## config.mk

```make
export PLATFORM = sky130hd
export DESIGN_NAME = ec_affine_point_add_mod_p
export DESIGN_NICKNAME = d
export VERILOG_FILES = /design/src/hw/rtl/ecpa_pkg.sv /design/src/hw/rtl/ecpa_datapath.sv /design/src/hw/rtl/ecpa_ctrl.sv /design/src/hw/rtl/ec_affine_point_add_mod_p.sv
export SDC_FILE = /design/constraint.sdc
export NUM_CORES = 2
export LEC_CHECK = 0
export BUFFER_PORTS_ARGS = -buffer_cell sky130_fd_sc_hd__buf_2
export CAP_MARGIN = 20
export CORE_MARGIN = 8
export CORE_UTILIZATION = 35
export DETAILED_ROUTE_END_ITERATION = 8
export GPL_TIMING_DRIVEN = 0
export PLACE_DENSITY = 0.62
export SLEW_MARGIN = 20
export SYNTH_ARGS = -nofsm -noshare
export SYNTH_HDL_FRONTEND = slang
export SYNTH_SLANG_ARGS = --single-unit
```

## constraint.sdc

```tcl
create_clock -name clk -period 9.8 [get_ports clk]
set_input_delay 0.49 -clock clk [delete_from_list [all_inputs] [get_ports clk]]
set_output_delay 0.49 -clock clk [all_outputs]
set_load 0.01 [all_outputs]
```

## src/hw/rtl/ecpa_pkg.sv

```systemverilog
// Shared types, constants and the instruction program of the affine point adder.
package ecpa_pkg;

  localparam int OPA_W = 32;   // multiplier operand A width, bits walked per multiply
  localparam int PC_W  = 6;

  typedef enum logic [2:0] {
    OP_MUL, OP_ADD, OP_SUB, OP_SELZ, OP_CMP, OP_EACC, OP_ESQR, OP_END
  } op_t;

  // register file slots
  localparam logic [3:0] R_X1   = 4'd0;
  localparam logic [3:0] R_Y1   = 4'd1;
  localparam logic [3:0] R_X2   = 4'd2;
  localparam logic [3:0] R_Y2   = 4'd3;
  localparam logic [3:0] R_A    = 4'd4;
  localparam logic [3:0] R_B    = 4'd5;
  localparam logic [3:0] R_BASE = 4'd6;
  localparam logic [3:0] R_ACC  = 4'd7;
  localparam logic [3:0] R_M    = 4'd8;
  localparam logic [3:0] R_X3   = 4'd9;
  localparam logic [3:0] R_Y3   = 4'd10;
  localparam logic [3:0] R_T1   = 4'd11;
  localparam logic [3:0] R_T2   = 4'd12;
  localparam logic [3:0] R_T3   = 4'd13;

  // operand sources outside the register file (bit 4 set)
  localparam logic [4:0] SRC_IN_X1 = 5'd16;
  localparam logic [4:0] SRC_IN_Y1 = 5'd17;
  localparam logic [4:0] SRC_IN_X2 = 5'd18;
  localparam logic [4:0] SRC_IN_Y2 = 5'd19;
  localparam logic [4:0] SRC_CFG_A = 5'd20;
  localparam logic [4:0] SRC_CFG_B = 5'd21;
  localparam logic [4:0] SRC_ONE   = 5'd22;
  localparam logic [4:0] SRC_ZERO  = 5'd23;

  // flag targets of OP_CMP, carried in the dst field
  localparam logic [3:0] FLG_EQ = 4'd0;
  localparam logic [3:0] FLG_C1 = 4'd1;
  localparam logic [3:0] FLG_C2 = 4'd2;

  localparam logic [1:0] REG_MODULUS = 2'd0;
  localparam logic [1:0] REG_CURVE_A = 2'd1;
  localparam logic [1:0] REG_CURVE_B = 2'd2;

  typedef struct packed {
    op_t        op;
    logic [3:0] dst;
    logic [4:0] sa;
    logic [4:0] sb;
  } instr_t;

  typedef struct packed {
    logic [30:0] first_x;
    logic [30:0] first_y;
    logic [30:0] second_x;
    logic [30:0] second_y;
  } in_item_t;

  typedef struct packed {
    logic [30:0] sum_x;
    logic [30:0] sum_y;
    logic        first_on_curve;
    logic        second_on_curve;
    logic        equal_x;
  } out_item_t;

  typedef struct packed {
    logic   load;
    logic   go;
    instr_t ins;
  } dp_cmd_t;

  typedef struct packed {
    logic done;
    logic ebit;
  } dp_stat_t;

  typedef enum logic [1:0] {ST_IDLE, ST_ISSUE, ST_WAIT, ST_DONE} ctrl_state_t;
  typedef enum logic {PH_IDLE, PH_EXEC} dp_phase_t;

  localparam logic [PC_W-1:0] PC_EACC = 6'd9;

  function automatic logic [4:0] sr(logic [3:0] r);
    return {1'b0, r};
  endfunction

  function automatic instr_t mk(op_t op, logic [3:0] dst, logic [4:0] sa, logic [4:0] sb);
    instr_t i;
    i.op  = op;
    i.dst = dst;
    i.sa  = sa;
    i.sb  = sb;
    return i;
  endfunction

  function automatic instr_t prog_rom(logic [PC_W-1:0] pc);
    instr_t i;
    case (pc)
      6'd0:  i = mk(OP_MUL,  R_X1,   SRC_IN_X1,  SRC_ONE);
      6'd1:  i = mk(OP_MUL,  R_Y1,   SRC_IN_Y1,  SRC_ONE);
      6'd2:  i = mk(OP_MUL,  R_X2,   SRC_IN_X2,  SRC_ONE);
      6'd3:  i = mk(OP_MUL,  R_Y2,   SRC_IN_Y2,  SRC_ONE);
      6'd4:  i = mk(OP_MUL,  R_A,    SRC_CFG_A,  SRC_ONE);
      6'd5:  i = mk(OP_MUL,  R_B,    SRC_CFG_B,  SRC_ONE);
      6'd6:  i = mk(OP_SUB,  R_BASE, sr(R_X1),   sr(R_X2));
      6'd7:  i = mk(OP_CMP,  FLG_EQ, sr(R_X1),   sr(R_X2));
      6'd8:  i = mk(OP_ADD,  R_ACC,  SRC_ONE,    SRC_ZERO);
      6'd9:  i = mk(OP_EACC, R_ACC,  sr(R_ACC),  sr(R_BASE));
      6'd10: i = mk(OP_ESQR, R_BASE, sr(R_BASE), sr(R_BASE));
      6'd11: i = mk(OP_SELZ, R_ACC,  sr(R_ACC),  SRC_ZERO);
      6'd12: i = mk(OP_SUB,  R_T1,   sr(R_Y1),   sr(R_Y2));
      6'd13: i = mk(OP_MUL,  R_M,    sr(R_T1),   sr(R_ACC));
      6'd14: i = mk(OP_MUL,  R_T2,   sr(R_M),    sr(R_X2));
      6'd15: i = mk(OP_SUB,  R_T3,   sr(R_Y2),   sr(R_T2));
      6'd16: i = mk(OP_MUL,  R_T1,   sr(R_M),    sr(R_M));
      6'd17: i = mk(OP_SUB,  R_T1,   sr(R_T1),   sr(R_X1));
      6'd18: i = mk(OP_SUB,  R_X3,   sr(R_T1),   sr(R_X2));
      6'd19: i = mk(OP_MUL,  R_T2,   sr(R_M),    sr(R_X3));
      6'd20: i = mk(OP_ADD,  R_Y3,   sr(R_T2),   sr(R_T3));
      6'd21: i = mk(OP_MUL,  R_T1,   sr(R_Y1),   sr(R_Y1));
      6'd22: i = mk(OP_MUL,  R_T2,   sr(R_X1),   sr(R_X1));
      6'd23: i = mk(OP_MUL,  R_T2,   sr(R_T2),   sr(R_X1));
      6'd24: i = mk(OP_MUL,  R_T3,   sr(R_A),    sr(R_X1));
      6'd25: i = mk(OP_ADD,  R_T2,   sr(R_T2),   sr(R_T3));
      6'd26: i = mk(OP_ADD,  R_T2,   sr(R_T2),   sr(R_B));
      6'd27: i = mk(OP_CMP,  FLG_C1, sr(R_T1),   sr(R_T2));
      6'd28: i = mk(OP_MUL,  R_T1,   sr(R_Y2),   sr(R_Y2));
      6'd29: i = mk(OP_MUL,  R_T2,   sr(R_X2),   sr(R_X2));
      6'd30: i = mk(OP_MUL,  R_T2,   sr(R_T2),   sr(R_X2));
      6'd31: i = mk(OP_MUL,  R_T3,   sr(R_A),    sr(R_X2));
      6'd32: i = mk(OP_ADD,  R_T2,   sr(R_T2),   sr(R_T3));
      6'd33: i = mk(OP_ADD,  R_T2,   sr(R_T2),   sr(R_B));
      6'd34: i = mk(OP_CMP,  FLG_C2, sr(R_T1),   sr(R_T2));
      default: i = mk(OP_END, R_X1, SRC_ZERO, SRC_ZERO);
    endcase
    return i;
  endfunction

endpackage

```

## src/hw/rtl/ecpa_datapath.sv

```systemverilog
// Datapath: register file, serial modular multiplier, add/sub/compare and exponent shifter.
module ecpa_datapath import ecpa_pkg::*; #(
  parameter int FIELD_WIDTH = 31
) (
  input  logic                   clk,
  input  logic                   rst_n,
  input  dp_cmd_t                cmd,
  output dp_stat_t               stat,
  input  in_item_t               in_data,
  input  logic [FIELD_WIDTH-1:0] cfg_modulus,
  input  logic [FIELD_WIDTH-1:0] cfg_a,
  input  logic [FIELD_WIDTH-1:0] cfg_b,
  output out_item_t              res
);

  localparam int W     = FIELD_WIDTH;
  localparam int CNT_W = $clog2(OPA_W);

  logic [W-1:0]     mem [16];
  dp_phase_t        ph_r, ph_nxt;
  instr_t           ins_r;
  logic [W-1:0]     rda_r, rdb_r;
  in_item_t         in_r;
  logic [W-1:0]     e_r;
  logic [W-1:0]     acc_r;
  logic [CNT_W-1:0] cnt_r;
  logic [2:0]       flag_r;
  logic [W-1:0]     sumx_r, sumy_r;

  logic [W-1:0]     p, one, b_val, wr_data, step, add_res, sub_res;
  logic [OPA_W-1:0] a_val;
  logic [W:0]       t0, t1, u0, u1, s0, d0, pe;
  logic             wr_en, flag_we, e_shift, done, is_mul;

  assign p   = (cfg_modulus == '0) ? W'(1) : cfg_modulus;
  assign one = (p == W'(1)) ? '0 : W'(1);
  assign pe  = {1'b0, p};

  always_comb begin
    case (ins_r.sa)
      SRC_IN_X1: a_val = OPA_W'(in_r.first_x);
      SRC_IN_Y1: a_val = OPA_W'(in_r.first_y);
      SRC_IN_X2: a_val = OPA_W'(in_r.second_x);
      SRC_IN_Y2: a_val = OPA_W'(in_r.second_y);
      SRC_CFG_A: a_val = OPA_W'(cfg_a);
      SRC_CFG_B: a_val = OPA_W'(cfg_b);
      SRC_ONE:   a_val = OPA_W'(one);
      SRC_ZERO:  a_val = '0;
      default:   a_val = OPA_W'(rda_r);
    endcase
    if (!ins_r.sb[4])             b_val = rdb_r;
    else if (ins_r.sb == SRC_ONE) b_val = one;
    else                          b_val = '0;
  end

  // one MSB-first step of interleaved modular multiply: acc = 2*acc + bit*b mod p
  always_comb begin
    t0   = {acc_r, 1'b0};
    t1   = (t0 >= pe) ? t0 - pe : t0;
    u0   = t1 + (a_val[cnt_r] ? {1'b0, b_val} : '0);
    u1   = (u0 >= pe) ? u0 - pe : u0;
    step = u1[W-1:0];
    s0   = {1'b0, a_val[W-1:0]} + {1'b0, b_val};
    add_res = (s0 >= pe) ? W'(s0 - pe) : s0[W-1:0];
    d0   = {1'b0, a_val[W-1:0]} + pe - {1'b0, b_val};
    sub_res = (a_val[W-1:0] >= b_val) ? a_val[W-1:0] - b_val : d0[W-1:0];
  end

  assign is_mul = (ins_r.op == OP_MUL) || (ins_r.op == OP_EACC) || (ins_r.op == OP_ESQR);

  always_comb begin
    ph_nxt  = ph_r;
    done    = 1'b0;
    wr_en   = 1'b0;
    wr_data = '0;
    flag_we = 1'b0;
    e_shift = 1'b0;
    case (ph_r)
      PH_IDLE: begin
        if (cmd.go) ph_nxt = PH_EXEC;
      end
      PH_EXEC: begin
        case (ins_r.op)
          OP_MUL, OP_EACC, OP_ESQR: begin
            if (cnt_r == '0) begin
              done    = 1'b1;
              wr_en   = 1'b1;
              wr_data = step;
              e_shift = (ins_r.op == OP_ESQR);
            end
          end
          OP_ADD: begin
            done = 1'b1; wr_en = 1'b1; wr_data = add_res;
          end
          OP_SUB: begin
            done = 1'b1; wr_en = 1'b1; wr_data = sub_res;
          end
          OP_SELZ: begin
            done = 1'b1; wr_en = 1'b1;
            wr_data = flag_r[0] ? '0 : a_val[W-1:0];
          end
          OP_CMP: begin
            done = 1'b1; flag_we = 1'b1;
          end
          default: done = 1'b1;
        endcase
        if (done) ph_nxt = PH_IDLE;
      end
      default: ph_nxt = PH_IDLE;
    endcase
  end

  always_ff @(posedge clk) begin
    if (cmd.go) begin
      rda_r <= mem[cmd.ins.sa[3:0]];
      rdb_r <= mem[cmd.ins.sb[3:0]];
    end
    if (wr_en) mem[ins_r.dst] <= wr_data;
  end

  always_ff @(posedge clk) begin
    if (!rst_n) begin
      ph_r <= PH_IDLE;
    end else begin
      ph_r <= ph_nxt;
    end
  end

  always_ff @(posedge clk) begin
    if (cmd.load) begin
      in_r <= in_data;
      e_r  <= (p < W'(2)) ? '0 : p - W'(2);
    end else if (e_shift) begin
      e_r <= e_r >> 1;
    end
    if (cmd.go) begin
      ins_r <= cmd.ins;
      acc_r <= '0;
      cnt_r <= CNT_W'(OPA_W - 1);
    end else if (ph_r == PH_EXEC && is_mul) begin
      acc_r <= step;
      cnt_r <= cnt_r - CNT_W'(1);
    end
    if (flag_we) begin
      case (ins_r.dst)
        FLG_EQ:  flag_r[0] <= (a_val[W-1:0] == b_val);
        FLG_C1:  flag_r[1] <= (a_val[W-1:0] == b_val);
        FLG_C2:  flag_r[2] <= (a_val[W-1:0] == b_val);
        default: flag_r <= flag_r;
      endcase
    end
    if (wr_en && ins_r.dst == R_X3) sumx_r <= wr_data;
    if (wr_en && ins_r.dst == R_Y3) sumy_r <= wr_data;
  end

  assign stat.done = done;
  assign stat.ebit = e_r[0];

  assign res.sum_x           = 31'(sumx_r);
  assign res.sum_y           = 31'(sumy_r);
  assign res.first_on_curve  = flag_r[1];
  assign res.second_on_curve = flag_r[2];
  assign res.equal_x         = flag_r[0];

endmodule

```

## src/hw/rtl/ecpa_ctrl.sv

```systemverilog
// Controller: program sequencer with the square-and-multiply loop.
module ecpa_ctrl import ecpa_pkg::*; #(
  parameter int FIELD_WIDTH = 31
) (
  input  logic     clk,
  input  logic     rst_n,
  input  logic     start,
  input  dp_stat_t stat,
  output dp_cmd_t  cmd,
  output logic     busy,
  output logic     out_valid
);

  localparam int CW = $clog2(FIELD_WIDTH);

  ctrl_state_t     state_r, state_nxt;
  logic [PC_W-1:0] pc_r, pc_nxt;
  logic [CW-1:0]   cnt_r, cnt_nxt;
  instr_t          ins;

  assign ins = prog_rom(pc_r);

  always_ff @(posedge clk) begin
    if (!rst_n) begin
      state_r <= ST_IDLE;
      pc_r    <= '0;
      cnt_r   <= '0;
    end else begin
      state_r <= state_nxt;
      pc_r    <= pc_nxt;
      cnt_r   <= cnt_nxt;
    end
  end

  always_comb begin
    state_nxt = state_r;
    pc_nxt    = pc_r;
    cnt_nxt   = cnt_r;
    cmd.load  = 1'b0;
    cmd.go    = 1'b0;
    cmd.ins   = ins;
    out_valid = 1'b0;
    case (state_r)
      ST_IDLE: begin
        if (start) begin
          cmd.load  = 1'b1;
          pc_nxt    = '0;
          cnt_nxt   = '0;
          state_nxt = ST_ISSUE;
        end
      end
      ST_ISSUE: begin
        if (ins.op == OP_END) begin
          state_nxt = ST_DONE;
        end else if (ins.op == OP_EACC && !stat.ebit) begin
          pc_nxt = pc_r + PC_W'(1);  // exponent bit clear: skip the multiply
        end else begin
          cmd.go    = 1'b1;
          state_nxt = ST_WAIT;
        end
      end
      ST_WAIT: begin
        if (stat.done) begin
          state_nxt = ST_ISSUE;
          if (ins.op == OP_ESQR && cnt_r != CW'(FIELD_WIDTH - 1)) begin
            cnt_nxt = cnt_r + CW'(1);
            pc_nxt  = PC_EACC;
          end else begin
            cnt_nxt = '0;
            pc_nxt  = pc_r + PC_W'(1);
          end
        end
      end
      ST_DONE: begin
        out_valid = 1'b1;
        state_nxt = ST_IDLE;
      end
      default: state_nxt = ST_IDLE;
    endcase
  end

  assign busy = (state_r != ST_IDLE);

endmodule

```

## src/hw/rtl/ec_affine_point_add_mod_p.sv

```systemverilog
// Top level: affine point adder over a configurable prime field.
//
//  channel  ports                                    handshake
//  input    start, busy, in_data                     taken when start && !busy
//  result   out_valid, out_data                      one-cycle strobe, no backpressure
//  config   psel penable pwrite paddr pwdata prdata  APB write, pready tied high
//
// A transaction performs 18 fixed products, FIELD_WIDTH squarings and k multiplies, k the set bits of modulus-2;
// each multiply and each add/sub/compare is issued and then executed in the datapath, the multiply as
// serial steps.
// busy stays high from acceptance until the cycle of the out_valid strobe.
// Synchronous active-low reset returns the sequencer to idle and the config registers to defaults.
// No stall path: the result is presented once and must be taken.
module ec_affine_point_add_mod_p import ecpa_pkg::*; #(
  parameter int FIELD_WIDTH = 31
) (
  input  logic        clk,
  input  logic        rst_n,
  input  logic        start,
  output logic        busy,
  input  in_item_t    in_data,
  output logic        out_valid,
  output out_item_t   out_data,
  input  logic        psel,
  input  logic        penable,
  input  logic        pwrite,
  input  logic [3:0]  paddr,
  input  logic [31:0] pwdata,
  output logic [31:0] prdata,
  output logic        pready
);

  logic [FIELD_WIDTH-1:0] modulus_r, curve_a_r, curve_b_r;
  logic                   wr;
  dp_cmd_t                cmd;
  dp_stat_t               stat;
  logic                   busy_i;

  assign pready = 1'b1;
  assign wr     = psel && penable && pwrite && pready;

  always_ff @(posedge clk) begin
    if (!rst_n) begin
      modulus_r <= FIELD_WIDTH'(32'h7FFF_FFFF);
      curve_a_r <= '0;
      curve_b_r <= '0;
    end else if (wr) begin
      case (paddr[3:2])
        REG_MODULUS: modulus_r <= pwdata[FIELD_WIDTH-1:0];
        REG_CURVE_A: curve_a_r <= pwdata[FIELD_WIDTH-1:0];
        REG_CURVE_B: curve_b_r <= pwdata[FIELD_WIDTH-1:0];
        default:     modulus_r <= modulus_r;
      endcase
    end
  end

  always_comb begin
    case (paddr[3:2])
      REG_MODULUS: prdata = 32'(modulus_r);
      REG_CURVE_A: prdata = 32'(curve_a_r);
      REG_CURVE_B: prdata = 32'(curve_b_r);
      default:     prdata = '0;
    endcase
  end

  ecpa_ctrl #(.FIELD_WIDTH(FIELD_WIDTH)) u_ctrl (
    .clk       (clk),
    .rst_n     (rst_n),
    .start     (start),
    .stat      (stat),
    .cmd       (cmd),
    .busy      (busy_i),
    .out_valid (out_valid)
  );

  ecpa_datapath #(.FIELD_WIDTH(FIELD_WIDTH)) u_dp (
    .clk         (clk),
    .rst_n       (rst_n),
    .cmd         (cmd),
    .stat        (stat),
    .in_data     (in_data),
    .cfg_modulus (modulus_r),
    .cfg_a       (curve_a_r),
    .cfg_b       (curve_b_r),
    .res         (out_data)
  );

  assign busy = busy_i;

endmodule

```

[Word level (Yosys, flattened, before mapping)]
Memory sizes are Yosys's and may differ from the RTL's. A register that Yosys moved wholly into a read port is not among the register bits.
Index checks and enable logic that the tools add are counted.
Cells by class
  magnitude comparators: 6
  add/subtract/negate cells: 12
  equal/unequal tests: 35
  bitwise operators: 1
  muxes and demuxes: 59
  reduce and logical (&&, ||, !) cells: 31
Operators with widths (count)
  2-to-1 mux 31 bit: 13
  one-hot mux 31 bit (8 select lines): 1
  one-hot mux 31 bit (4 select lines): 1
  subtractor 31 bit: 4
  greater-or-equal comparator 32 x 31 -> 1 bit: 3
  one-hot mux 31 bit (3 select lines): 1
  == test 5 bit (second input constant): 9
  2-to-1 mux 6 bit: 7
  adder 31 x 31 -> 32 bit: 1
  adder 32 x 31 -> 32 bit: 1
  2-to-1 mux 32 bit: 1
  subtractor 32 x 31 -> 32 bit: 1
  adder 31 bit: 1
  == test 31 x 1 -> 1 bit (second input constant): 1
  == test 31 bit: 1
  greater-or-equal comparator 31 bit: 1
  logical NOT 31 bit: 1
  < comparator 31 x 2 -> 1 bit (second input constant): 1
  subtractor 31 x 2 -> 31 bit (second input constant): 1
  2-to-1 mux 1 bit: 22
  == test 3 bit (second input constant): 6
  one-hot mux 6 bit (3 select lines): 1
  2-to-1 mux 5 bit: 3
  AND reduction 2 bit: 6
  33 further kinds: 56
Word-level totals
  logic and storage cells: 169
  input port bits: 166
  ROM bits: 1088
  bits in writable memories: 496
  register bits after elaboration: 380
  memories: 2
  output and inout bits: 100
Memory list
  (name not given): depth 64, bits a word 17, rd ports 1, clocked after Yosys merged registers in 1, wr ports 0, RTL line ecpa_pkg.sv:99  | case (pc)
  u_dp.mem: depth 16, bits a word 31, rd ports 2, clocked after Yosys merged registers in 2, wr ports 1, RTL line ecpa_datapath.sv:19  | logic [W-1:0] mem [16];

[Longest topological paths before layout]
  depth in word-level cells: 14
  depth in mapped cells: 41
  mapped depth without buffers: 38

[By module]
From an unflattened synthesis, not the netlist that was laid out.
Second synthesis, totals
  cells, all modules: 4411
  area total of the unflattened synthesis: 53687.7 um^2
Modules (own cells, without submodules)
  ecpa_datapath: cells an instance 3672, instances 1, area each 47197.8 um^2
  ec_affine_point_add_mod_p: cells an instance 480, instances 1, area each 4369.2 um^2
  ecpa_ctrl: cells an instance 259, instances 1, area each 2120.8 um^2

[Worst setup path after synthesis]
Ideal clock, no wire load.
  path type: register to register
  start: register modulus_r[10]
  end: memory u_dp.mem[0][26] (netlist name) (data pin)
  setup slack: 0.829 ns
  data arrival time: 8.631 ns
  period minus slack after synthesis: 8.971 ns
  cell stages (with the launch flop): 40
  cells stage by stage: dfxtp_1 -> or4_4 -> nor4_4 -> nand4_4 -> nor2b_1 -> inv_1 -> fa_1 -> nor2b_1 -> o31ai_1 -> a21oi_1 -> a21oi_1 -> o21ai_0 -> a21oi_1 -> a31o_2 -> clkbuf_1 -> nor2_1 -> ha_1 -> fa_1 -> (+4 left out) -> a21o_1 -> a21o_1 -> a21oi_1 -> xnor2_1 -> ha_1 -> clkbuf_1 -> nand4_1 -> nor3_1 -> and2_1 -> nand4_1 -> nand3_1 -> o221ai_1 -> a21oi_1 -> and3b_1 -> mux2i_4 -> buf_6 -> mux2i_1 -> o31ai_1
On the way
  longest elaborated chain between the ends: 14
  elaborated cells between the ends (all ways): 29
  those cells by class: add/sub (8); order compare (4); eq/ne (1); mux (15); reduce/logical (1)
RTL lines
  from (decl): RTL line ec_affine_point_add_mod_p.sv:33  | logic [FIELD_WIDTH-1:0] modulus_r, curve_a_r, curve_b_r;
  from (signal assigned): RTL line ec_affine_point_add_mod_p.sv:44  | modulus_r <= FIELD_WIDTH'(32'h7FFF_FFFF);
  from (signal assigned): RTL line ec_affine_point_add_mod_p.sv:49  | REG_MODULUS: modulus_r <= pwdata[FIELD_WIDTH-1:0];
  from (signal assigned): RTL line ec_affine_point_add_mod_p.sv:52  | default: modulus_r <= modulus_r;
  logical NOT 31 bit: RTL line ecpa_datapath.sv:35  | assign p = (cfg_modulus == '0) ? W'(1) : cfg_modulus;
  2-to-1 mux 31 bit (*): RTL line ecpa_datapath.sv:35
  == test 31 x 1 -> 1 bit: RTL line ecpa_datapath.sv:36  | assign one = (p == W'(1)) ? '0 : W'(1);
  2-to-1 mux 1 bit: RTL line ecpa_datapath.sv:36
  one-hot mux 31 bit (8 select lines): RTL line ecpa_datapath.sv:40  | case (ins_r.sa)
  binary-select mux 1 bit (select 5 bit): RTL line ecpa_datapath.sv:60  | u0 = t1 + (a_val[cnt_r] ? {1'b0, b_val} : '0);
  2-to-1 mux 1 bit (implied by the code): RTL line ecpa_datapath.sv:60
  2-to-1 mux 31 bit: RTL line ecpa_datapath.sv:60
  adder 32 x 31 -> 32 bit: RTL line ecpa_datapath.sv:60
  subtractor 31 bit or greater-or-equal comparator 32 x 31 -> 1 bit (tied branches): RTL line ecpa_datapath.sv:61  | u1 = (u0 >= pe) ? u0 - pe : u0;
  2-to-1 mux 31 bit: RTL line ecpa_datapath.sv:61
  2-to-1 mux 31 bit: RTL line ecpa_datapath.sv:85  | if (cnt_r == '0) begin
  one-hot mux 31 bit (4 select lines) (*): RTL line ecpa_datapath.sv:83  | case (ins_r.op)
  2-to-1 mux 31 bit (*): RTL line ecpa_datapath.sv:78  | case (ph_r)
  named net u_dp.wr_data[26]: RTL line ecpa_datapath.sv:30  | logic [W-1:0] p, one, b_val, wr_data, step, add_res, sub_res;
  to (decl): RTL line ecpa_datapath.sv:19
The timed path passes the listed nets; every way through them passes the cells marked *. The select of a mux whose other input is x is not followed.

[Final worst setup path]
  start: register u_dp.ins_r[8] (netlist name)
  end: memory u_dp.mem[9][13] (netlist name) (data pin)
On the way
  longest elaborated chain between the ends: 11
  elaborated cells between the ends (all ways): 29
  those cells by class: add/sub (7); order compare (3); eq/ne (8); mux (11)
RTL lines
  from (decl): RTL line ecpa_datapath.sv:21  | instr_t ins_r;
  from (signal assigned): RTL line ecpa_datapath.sv:137  | ins_r <= cmd.ins;
  == test 5 bit: RTL line ecpa_datapath.sv:40
  one-hot mux 31 bit (8 select lines) (*): RTL line ecpa_datapath.sv:40
  binary-select mux 1 bit (select 5 bit): RTL line ecpa_datapath.sv:60
  2-to-1 mux 1 bit (implied by the code): RTL line ecpa_datapath.sv:60
  2-to-1 mux 31 bit: RTL line ecpa_datapath.sv:60
  adder 32 x 31 -> 32 bit: RTL line ecpa_datapath.sv:60
  subtractor 31 bit or greater-or-equal comparator 32 x 31 -> 1 bit (tied branches): RTL line ecpa_datapath.sv:61
  2-to-1 mux 31 bit: RTL line ecpa_datapath.sv:61
  2-to-1 mux 31 bit: RTL line ecpa_datapath.sv:85
  one-hot mux 31 bit (4 select lines) (*): RTL line ecpa_datapath.sv:83
  2-to-1 mux 31 bit (*): RTL line ecpa_datapath.sv:78
  named net u_dp.wr_data[13]: RTL line ecpa_datapath.sv:30
Marked as above.

==> flow_results.xml <==
<?xml version="1.0" encoding="UTF-8"?>
<metrics>
  <group name="placed_design">
    <metric name="dp.final_hpwl" unit="um">163000</metric>
    <metric name="dp.cells" unit="">6600</metric>
    <metric name="portBuffers" unit="">258</metric>
    <metric name="detailed_place.area" unit="sq mm">0.0574</metric>
    <metric name="dp_worst_setup_slack" unit="ps">-2490</metric>
    <metric name="routabilityCongestion" unit="">1.07</metric>
  </group>
  <group name="power_and_ir_drop">
    <metric name="internal-power" unit="W">0.00875</metric>
    <metric name="comb_power_share" unit="%">40.0</metric>
    <metric name="report.power.total" unit="W">0.0143</metric>
    <metric name="total_switching_power" unit="W">0.00559</metric>
    <metric name="max-vdd-ir-drop" unit="V">0.000158</metric>
    <metric name="clock_network_fraction_of_design_power" unit="%">26.0</metric>
    <metric name="static-leakage-power" unit="nW">22.3</metric>
    <metric name="net_switching_fraction_of_the_power" unit="%">39.0</metric>
    <metric name="pwr-share-seq" unit="%">33.9</metric>
    <metric name="power_density" unit="mW/mm^2">228</metric>
  </group>
  <group name="finish">
    <metric name="largestRegisters" unit="">u_dp.mem x451, u_dp.in_r x124</metric>
    <metric name="commonest_cells_after_routing_fill_and_taps_aside" unit="">733 x edfxtp_1, 391 x nand2_1, 317 x mux4_2, 307 x a21oi_1, 266 x buf_2</metric>
    <metric name="final_common_cell" unit="">edfxtp_1</metric>
    <metric name="layout-drive-gt1-share" unit="%">20.6</metric>
    <metric name="synthToLayoutAreaGrowth" unit="%">20.4</metric>
    <metric name="final_cells" unit="">6934</metric>
    <metric name="layout_nets" unit="">5339</metric>
    <metric name="final_design_area_no_fill" unit="sq mm">0.0630</metric>
    <metric name="largest_register_ff_count" unit="">451</metric>
    <metric name="regMostFlops" unit="">u_dp.mem</metric>
  </group>
  <group name="clocking">
    <metric name="clock_transition_at_the_register_clock_pins_on_the_worst_setup_and_hold_paths_after_cts" unit="ps">60</metric>
    <metric name="clock_tree_from_tritoncts" unit="">done</metric>
    <metric name="clockBufferDepth" unit="">3</metric>
    <metric name="worst_skew_pair.late_latency" unit="ps">740</metric>
    <metric name="cts.root.buffer_cell" unit="">clkbuf_16</metric>
    <metric name="total_cts_buffers" unit="">96</metric>
    <metric name="number_of_clock_sinks" unit="">893</metric>
    <metric name="ctsHtreeMaxLevel" unit="">3</metric>
  </group>
  <group name="timing">
    <metric name="max_slew.worst_pin.slew" unit="ps">1200</metric>
    <metric name="min_setup_slack_post_route" unit="ps">249</metric>
    <metric name="final_max_slew_viol_count" unit="">0</metric>
    <metric name="hold_slack" unit="ps">37.5</metric>
    <metric name="max_slew_margin" unit="%">19.1</metric>
    <metric name="post-route-period-util" unit="%">97.5</metric>
    <metric name="finalWorstPathRequiredPeriod" unit="ps">9550</metric>
    <metric name="fmax" unit="MHz">105</metric>
    <metric name="finalSetupViolations" unit="">0</metric>
    <metric name="worst_clock_skew" unit="ps">27.6</metric>
    <metric name="report.final.hold_viol_count" unit="">0</metric>
  </group>
  <group name="grt">
    <metric name="groute.usage.overall" unit="%">24.9</metric>
    <metric name="maximum_number_of_pins_on_one_net_before_global_route_repair" unit="">68</metric>
    <metric name="grt_antenna_before_repair" unit="">9</metric>
    <metric name="grt_remaining_overflow" unit="">0</metric>
    <metric name="grt_pass1_vias" unit="">40838</metric>
    <metric name="first_pass_grt_wire_length" unit="um">295000</metric>
  </group>
  <group name="critical_path">
    <metric name="crit_arrival" unit="ps">10010</metric>
    <metric name="critical_path_buf_inv_count" unit="">4</metric>
    <metric name="crit_top_cell" unit="">nor2_1</metric>
    <metric name="timing.critical_path.to_type" unit="">register</metric>
    <metric name="timing.reg2reg.setup_slack" unit="ps">250</metric>
    <metric name="worst_ep_required_time" unit="ps">10260</metric>
    <metric name="critical_path.reg2reg.endpoint" unit="">u_dp.mem[9][13]</metric>
    <metric name="worst_path_largest_cell_delay" unit="ps">570</metric>
    <metric name="crit-reg2reg-launch" unit="">u_dp.ins_r[8]</metric>
    <metric name="critical_path.top_delay_family" unit="">simple AND/OR/NAND/NOR gates</metric>
    <metric name="timing.critical_path.slowest_stage_cell" unit="">mux4_2</metric>
    <metric name="worst-path-max-fanout" unit="">16</metric>
    <metric name="timing_worst_setup_path_type" unit="">reg2reg</metric>
    <metric name="r2r_cells" unit="">34</metric>
    <metric name="crit_path_start_kind" unit="">register</metric>
  </group>
  <group name="detailed_routing">
    <metric name="drt_first_pass_iters" unit="">7</metric>
    <metric name="drc_errors" unit="">0</metric>
    <metric name="drt.antenna.violating_nets" unit="">0</metric>
    <metric name="finalWirelength" unit="um">211000</metric>
    <metric name="viasPerCell" unit="">6.07</metric>
    <metric name="via_count" unit="">42102</metric>
    <metric name="route.detailed.wl_per_inst" unit="um">30.5</metric>
    <metric name="drt-initial-drc-count" unit="">5686</metric>
  </group>
  <group name="synth">
    <metric name="synthArstFlopShare" unit="%">0</metric>
    <metric name="synth.cell_area" unit="sq mm">0.0523</metric>
    <metric name="synth.ff_latch_count" unit="">893</metric>
    <metric name="synth_top_flop_cell" unit="">edfxtp_1</metric>
    <metric name="number_of_distinct_library_cells_after_synthesis" unit="">90</metric>
    <metric name="synth_sequential_area_ratio" unit="%">48.2</metric>
    <metric name="synth_edf_count" unit="">733</metric>
    <metric name="post_synth.cell_area_avg" unit="sq um">12.1</metric>
    <metric name="syn-instance-count" unit="">4331</metric>
    <metric name="synth.net_count" unit="">4766</metric>
    <metric name="synth-warning-count" unit="">0</metric>
  </group>
  <group name="worst_hold_path">
    <metric name="hold_class" unit="">in2reg</metric>
    <metric name="holdPathEnd" unit="">curve_a_r[1]</metric>
    <metric name="hold_depth" unit="">3</metric>
    <metric name="timing.hold.worst.start" unit="">pwdata[1]</metric>
  </group>
  <group name="floorplanning">
    <metric name="fp-row-count" unit="">142</metric>
    <metric name="initial_core_util" unit="%">35.1</metric>
    <metric name="die_h" unit="um">403</metric>
    <metric name="die_area" unit="sq mm">0.162</metric>
    <metric name="io-pin-count" unit="">266</metric>
    <metric name="core_area" unit="sq mm">0.149</metric>
    <metric name="floorplan.die.width" unit="um">403</metric>
  </group>
  <group name="flow_run">
    <metric name="drv.max_cap_violation_count" unit="">0</metric>
  </group>
  <group name="outcome">
    <metric name="outcome" unit="">completed</metric>
  </group>
</metrics>
## cells in the mapped netlist (20+ instances only)
cell / number / area [sq um]
a211oi_1: 40 / 300
a21o_1: 87 / 653
a21oi_1: 314 / 1570
a222oi_1: 38 / 380
a22oi_1: 66 / 495
a31oi_1: 22 / 138
and3_1: 49 / 307
buf_1: 25 / 93.8
clkbuf_1: 225 / 845
dfxtp_1: 160 / 3200
edfxtp_1: 733 / 22000
fa_1: 36 / 721
ha_1: 233 / 2920
inv_1: 176 / 661
mux2i_1: 78 / 781
mux4_2: 317 / 7140
nand2_1: 391 / 1470
nand2b_1: 71 / 444
nand3_1: 56 / 280
nand4_1: 34 / 213
nor2_1: 239 / 897
nor2b_1: 20 / 125
nor3_1: 55 / 275
o211ai_1: 49 / 368
o21a_1: 23 / 173
o21ai_0: 237 / 1190
o21bai_1: 35 / 263
o22ai_1: 43 / 269
o31ai_1: 21 / 158
xnor2_1: 145 / 1270
xor2_1: 73 / 639
## power by group through the flow
stage          clock, W  sequential [W]  combinational (W)
6_report        0.00373         0.00487            0.00574
5_1_grt         0.00389         0.00488            0.00607
4_1_cts         0.00376         0.00484            0.00554
3_5_place_dp          0         0.00492            0.00536
3_3_place_gp          0         0.00497            0.00522
2_1_floorplan         0         0.00481            0.00354
## timing repair
item,CTS,global route
setup buffers,8,15
pin swaps,8,15
hold endpoints to repair,133,0
hold buffers,132,0
resized for setup,99,82
endpoints found under the setup margin,527,527
## layout make-up
class	instances	area [sq um]
Timing Repair Buffer	480	3920
Antenna cell	6	15.0
Fill cell	13611	86100
Multi-Input combinational cell	2996	26400
Tap cell	1944	2430
Clock inverter	54	611
Buffer	258	1090
Clock buffer	124	2590
Inverter	179	687
Sequential cell	893	25200
## worst max path at each step
stage,from,endpoint,depth (start not counted)
2_1_floorplan,modulus_r[10],u_dp.mem[0][26],39
3_3_place_gp,modulus_r[10],u_dp.mem[11][26],37
3_5_place_dp,modulus_r[10],u_dp.sumy_r[25],37
4_1_cts,modulus_r[5],u_dp.sumy_r[21],40
5_1_grt,modulus_r[2],u_dp.sumy_r[29],39
6_report,u_dp.ins_r[8],u_dp.mem[9][13],34
## kinds of logic (layout without fill, tap and decap cells)
family / after synthesis / count (layout) / share of synthesized area [%]
xor gates and xnor gates: 218 / 218 / 3.65
other: 2 / 8 / 0.0144
muxes: 411 / 411 / 15.5
and+or+nand+nor: 991 / 991 / 8.79
adders and majority gates: 269 / 269 / 6.95
AOI/OAI and AO/OA: 1105 / 1105 / 13.6
buffers and inverters: 442 / 1095 / 3.24
DFF: 893 / 893 / 48.2
## layer usage
layer	track usage, %	vias up	wire [um]
li1	-	17894	-
met1	32.4	21097	80400
met2	39.4	2609	96100
met3	4.47	494	21000
met4	13.8	8	13800
met5	0	-	61
## worst reg2reg max path: cells and delay by family (launching register included)
family,cells,cell delay (ps)
buffers and inverters,4,1220
multiplexers,4,1780
AND/OR/NAND/NOR,13,3100
flip-flops,1,440
adder cells (fa/ha/maj),2,700
XOR/XNOR,1,160
AO/OA/AOI/OAI,10,1850
## metrics by stage
step / TNS [ps] / util [%]
after floorplan: 0 / -
after global placement: -1505050 / 37.6
after detailed placement: -1155650 / 38.5
after CTS: -133 / 41.9
after global routing: -38.6 / 42.2
final: 0 / 42.2
No activity file was read; power rests on OpenSTA's default activity.
